<file path="config.mk">
export PLATFORM = sky130hd
export DESIGN_NAME = ffha_ram
export DESIGN_NICKNAME = d
export VERILOG_FILES = /design/src/hw/rtl/ffha_ram.sv
export SDC_FILE = /design/constraint.sdc
export NUM_CORES = 2
export LEC_CHECK = 0
export BUFFER_PORTS_ARGS = -buffer_cell sky130_fd_sc_hd__clkbuf_2
export CORE_UTILIZATION = 65
export CTS_CLUSTER_DIAMETER = 30
export DETAILED_ROUTE_END_ITERATION = 10
export PLACE_DENSITY_LB_ADDON = 0.1
export REMOVE_ABC_BUFFERS = 1
export SLEW_MARGIN = 15
export SYNTH_ARGS = -nofsm -noshare
export SYNTH_HDL_FRONTEND = slang
export SYNTH_SLANG_ARGS = --single-unit
export TNS_END_PERCENT = 30
</file>
<file path="constraint.sdc">
create_clock -name clk -period 17.7 [get_ports clk]
set_clock_uncertainty 0.1 [all_clocks]
set_input_delay 2.655 -clock clk [delete_from_list [all_inputs] [get_ports clk]]
set_output_delay 2.655 -clock clk [all_outputs]
set_load 0.01 [all_outputs]
</file>
<file path="src/hw/rtl/ffha_ram.sv">
module ffha_ram #(
  parameter int unsigned WIDTH = 64,
  parameter int unsigned DEPTH = 64
) (
  input  logic                     clk,
  input  logic                     we,
  input  logic [$clog2(DEPTH)-1:0] waddr,
  input  logic [WIDTH-1:0]         wdata,
  input  logic [$clog2(DEPTH)-1:0] raddr,
  output logic [WIDTH-1:0]         rdata
);
  logic [WIDTH-1:0] mem [DEPTH];

  // write and registered read
  always_ff @(posedge clk) begin
    if (we) begin
      mem[waddr] <= wdata;
    end
    rdata <= mem[raddr];
  end
endmodule
</file>
==> reports/metrics.cfg <==
[status]
status=completed

[drt]
route.met2.wl_mm=205
drtIter0Drc=11809
highest_layer=met5
wl_met3_mm=54.7
drt-met1-wl_mm=146
drc=0
vias_per_cell=7.22
dr_total_vias=78930
wire_per_inst_um=39.2
detail-route-antenna-nets=0
wl_mm=429
drt-pass1-iter-count=8

[sta]
drv_slew=0
fin_tns_setup_ns=0
period_share_pct=37.5
setup_viol=0
grt_setup_unrepaired=false
fmax_ghz=0.151
hold_viol_final=0
max_slew_margin_pct=17.1
min_period_ns=6.64
worstMarginPinSlew_ns=1.24

[synthesis]
seq_area_frac_synth_pct=79.5
yosysWarnings=0
synthArstFlopShare_pct=0
netlist_area_um2=156000
synthTopCellsByArea=edfxtp_1, mux4_2, mux2i_1
synth_top_area_cell=edfxtp_1
syn_inst=6598
synth.avg_cell_area_um2=23.7
ys.flop_type=edfxtp_1
yosysUniqueCellTypes=33
ys_ff_latch=4160
synth_top_area_share_pct=78.7
synth_edf_count=4096

[min_path]
hold_depth=4
worstHoldStart=mem[54][34]
hold_path.class=flop to flop
holdPathEnd=rdata[34]

[worst_setup_path]
crit_required_ns=18.46
cpPeakStageDelay_ns=0.87
crit_path_cell_trace=buf_8 -> buf_4 -> buf_4 -> buf_4 -> nand2b_1 -> o22ai_1 -> o22ai_1 -> and3_1
r2r_slack_ns=15.45
critPathKind=primary input to flop
cp_common_cell=buf_4
path_max_fanout=70
cp-end-kind=flop
worstPathBufferInverterCount=4
r2r_end=rdata[3]
reg2reg_from=mem[38][3]
cp_top_family=buffers and inverters
cp_slowest_cell=nand2b_1
reg2reg_depth=4
worstPathArrival_ns=7.40
startpoint_type=primary input

[power]
intPower_mw=19.2
finalPower_mw=24.4
combPwrFrac_pct=3.7
clkPwrFrac_pct=51.4
leakage_nw=58.8
ir_drop_v=0.000132
power.share.switching_pct=21.3
power.density_nw_per_um2=133
pwr-share-seq_pct=44.9
switchingPower_mw=5.20

[floorplanning]
dieArea_um2=243000
die_w_um=492
pin_count=142
core-area_um2=239000
initial_utilization_pct=65.5
die_y_um=492
rows=179

[clocking]
clk_pin_slew_worst_paths_ns=0.05
cts_tree=built
cts-root-buf=clkbuf_16
cts_setup_buffers=0
clock-sinks=4160
ctsHoldBuffers=0
cts_resized=0
htreeDepth=6
insertion_delay_ns=0.98
numCtsBuffers=648
cts.path.max_buffers=4

[layout]
fin_area_um2=183000
fin_util_pct=76.8
nets=7308
fill_cells=11772
syn_to_final_growth_pct=17.2
drive_gt1_share_pct=32.6
stdcell_count=10929

[flow_run]
max-cap-violations=0

[global_route]
grt_antenna_before_repair=21
grt_pass1_vias=80561
grt_overflow=0
grt_pass1_wl_mm=599
grt_use_total_pct=35.8
grt_max_degree=113

[place]
placed_cell_area_um2=162000
dp_cells=9745
port_buffers=141
gp_congestion=0.800
dp_hpwl_mm=208

## how the worst max path moves through the flow
| stage | slack, ns | depth (start not counted) | endpoint | startpoint |
|---|---|---|---|---|
| after floorplan | 9.65 | 3 | mem[48][0] | waddr[4] |
| after global placement | 10.27 | 8 | rdata[63] | raddr[1] |
| after detailed placement | 10.23 | 8 | rdata[44] | raddr[1] |
| after CTS | 11.18 | 8 | rdata[50] | raddr[1] |
| after global routing | 10.98 | 8 | rdata[63] | raddr[1] |
| final | 11.06 | 8 | rdata[44] | raddr[1] |
## cell type report
type                            count  area, um^2  share of cell area [%]
Multi-Input combinational cell   2049       30800                    16.8
Inverter                           19        71.3                  0.0389
Timing Repair Buffer              352        2490                    1.36
Sequential cell                  4160      124000                    67.8
Antenna cell                       14        35.0                  0.0191
Clock inverter                    432        4750                    2.59
Clock buffer                      736       16900                    9.22
Tap cell                         3167        3960                    2.16
## logic make-up after synthesis
group,synth area share [%]
muxes,15.6
buffers and inverters,1.18
AOI/OAI and AO/OA,2.48
and+or+nand+nor,1.24
DFF,79.5
## layer usage
metal | track usage [%] | vias up
met1 | 48.5 | 41543
li1 | - | 29974
met3 | 8.75 | 1262
met2 | 55.7 | 6137
met5 | 0 | -
met4 | 17.5 | 14
## state kept, by name (all words and copies together) (netlist names)
| signal | flops |
|---|---|
| mem | 4096 |
| rdata | 64 |
## worst min-delay path: cells and delay by family (launching register included)
family	cells	cell delay (ns)
AOI/OAI and AO/OA	1	0.06
and+or+nand+nor	2	0.24
DFF	1	0.31
muxes	1	0.22
## cell usage in the layout (no fill, tap or decap), types with 28 or more instances in the layout
master      Yosys  routed
nand2_1        58      54
clkinv_1        0      62
clkinv_2        0      85
clkbuf_2        0     123
edfxtp_1     4096    4096
mux2i_1       135     135
inv_6           0      65
o22ai_1        83      83
clkinvlp_4      0      70
bufinv_16       0      71
clkinv_4        0      56
nand3_1        45      45
a22o_1         88      88
nor2_4          0      64
or2_2          28      28
mux4_2       1024    1024
buf_4          34     200
a22oi_1       168     168
dfxtp_1        64      64
clkbuf_1      140      67
clkbuf_16       0     660
and3_1         64      64
a211oi_1       63      63
or3_1          29      29
nor2_1        112      47
o221ai_1       38      38
## power by group through the flow
| stage | clock network [mW] | logic, mW | registers [mW] |
|---|---|---|---|
| 2_1_floorplan | 0 | 0.397 | 11.1 |
| 3_3_place_gp | 0 | 0.862 | 11.2 |
| 3_5_place_dp | 0 | 0.879 | 11.2 |
| 4_1_cts | 12.6 | 0.895 | 11.0 |
| 5_1_grt | 13.0 | 0.938 | 11.0 |
| 6_report | 12.6 | 0.898 | 11.0 |
## stage by stage
stage | setup WS (ns) | hold slack [ns]
floorplan | 9.65 | 0.688
global placement | 10.27 | 0.721
detailed placement | 10.23 | 0.738
CTS | 11.18 | 0.770
global route | 10.98 | 0.793
finish | 11.06 | 0.757
## Yosys cell counts (11+ instances only)
cell type,number
edfxtp_1,4096
mux4_2,1024
buf_2,170
a22oi_1,168
clkbuf_1,140
mux2i_1,135
nor2_1,112
a22o_1,88
o22ai_1,83
and3_1,64
dfxtp_1,64
a211oi_1,63
nand2_1,58
nand3_1,45
o221ai_1,38
buf_4,34
or3_1,29
nor2b_1,28
or2_2,28
a41oi_1,26
buf_1,20
a2bb2oi_1,19
inv_1,19
a31oi_1,18
nand2b_1,11
Note: power is estimated with default switching activity, not from simulation.
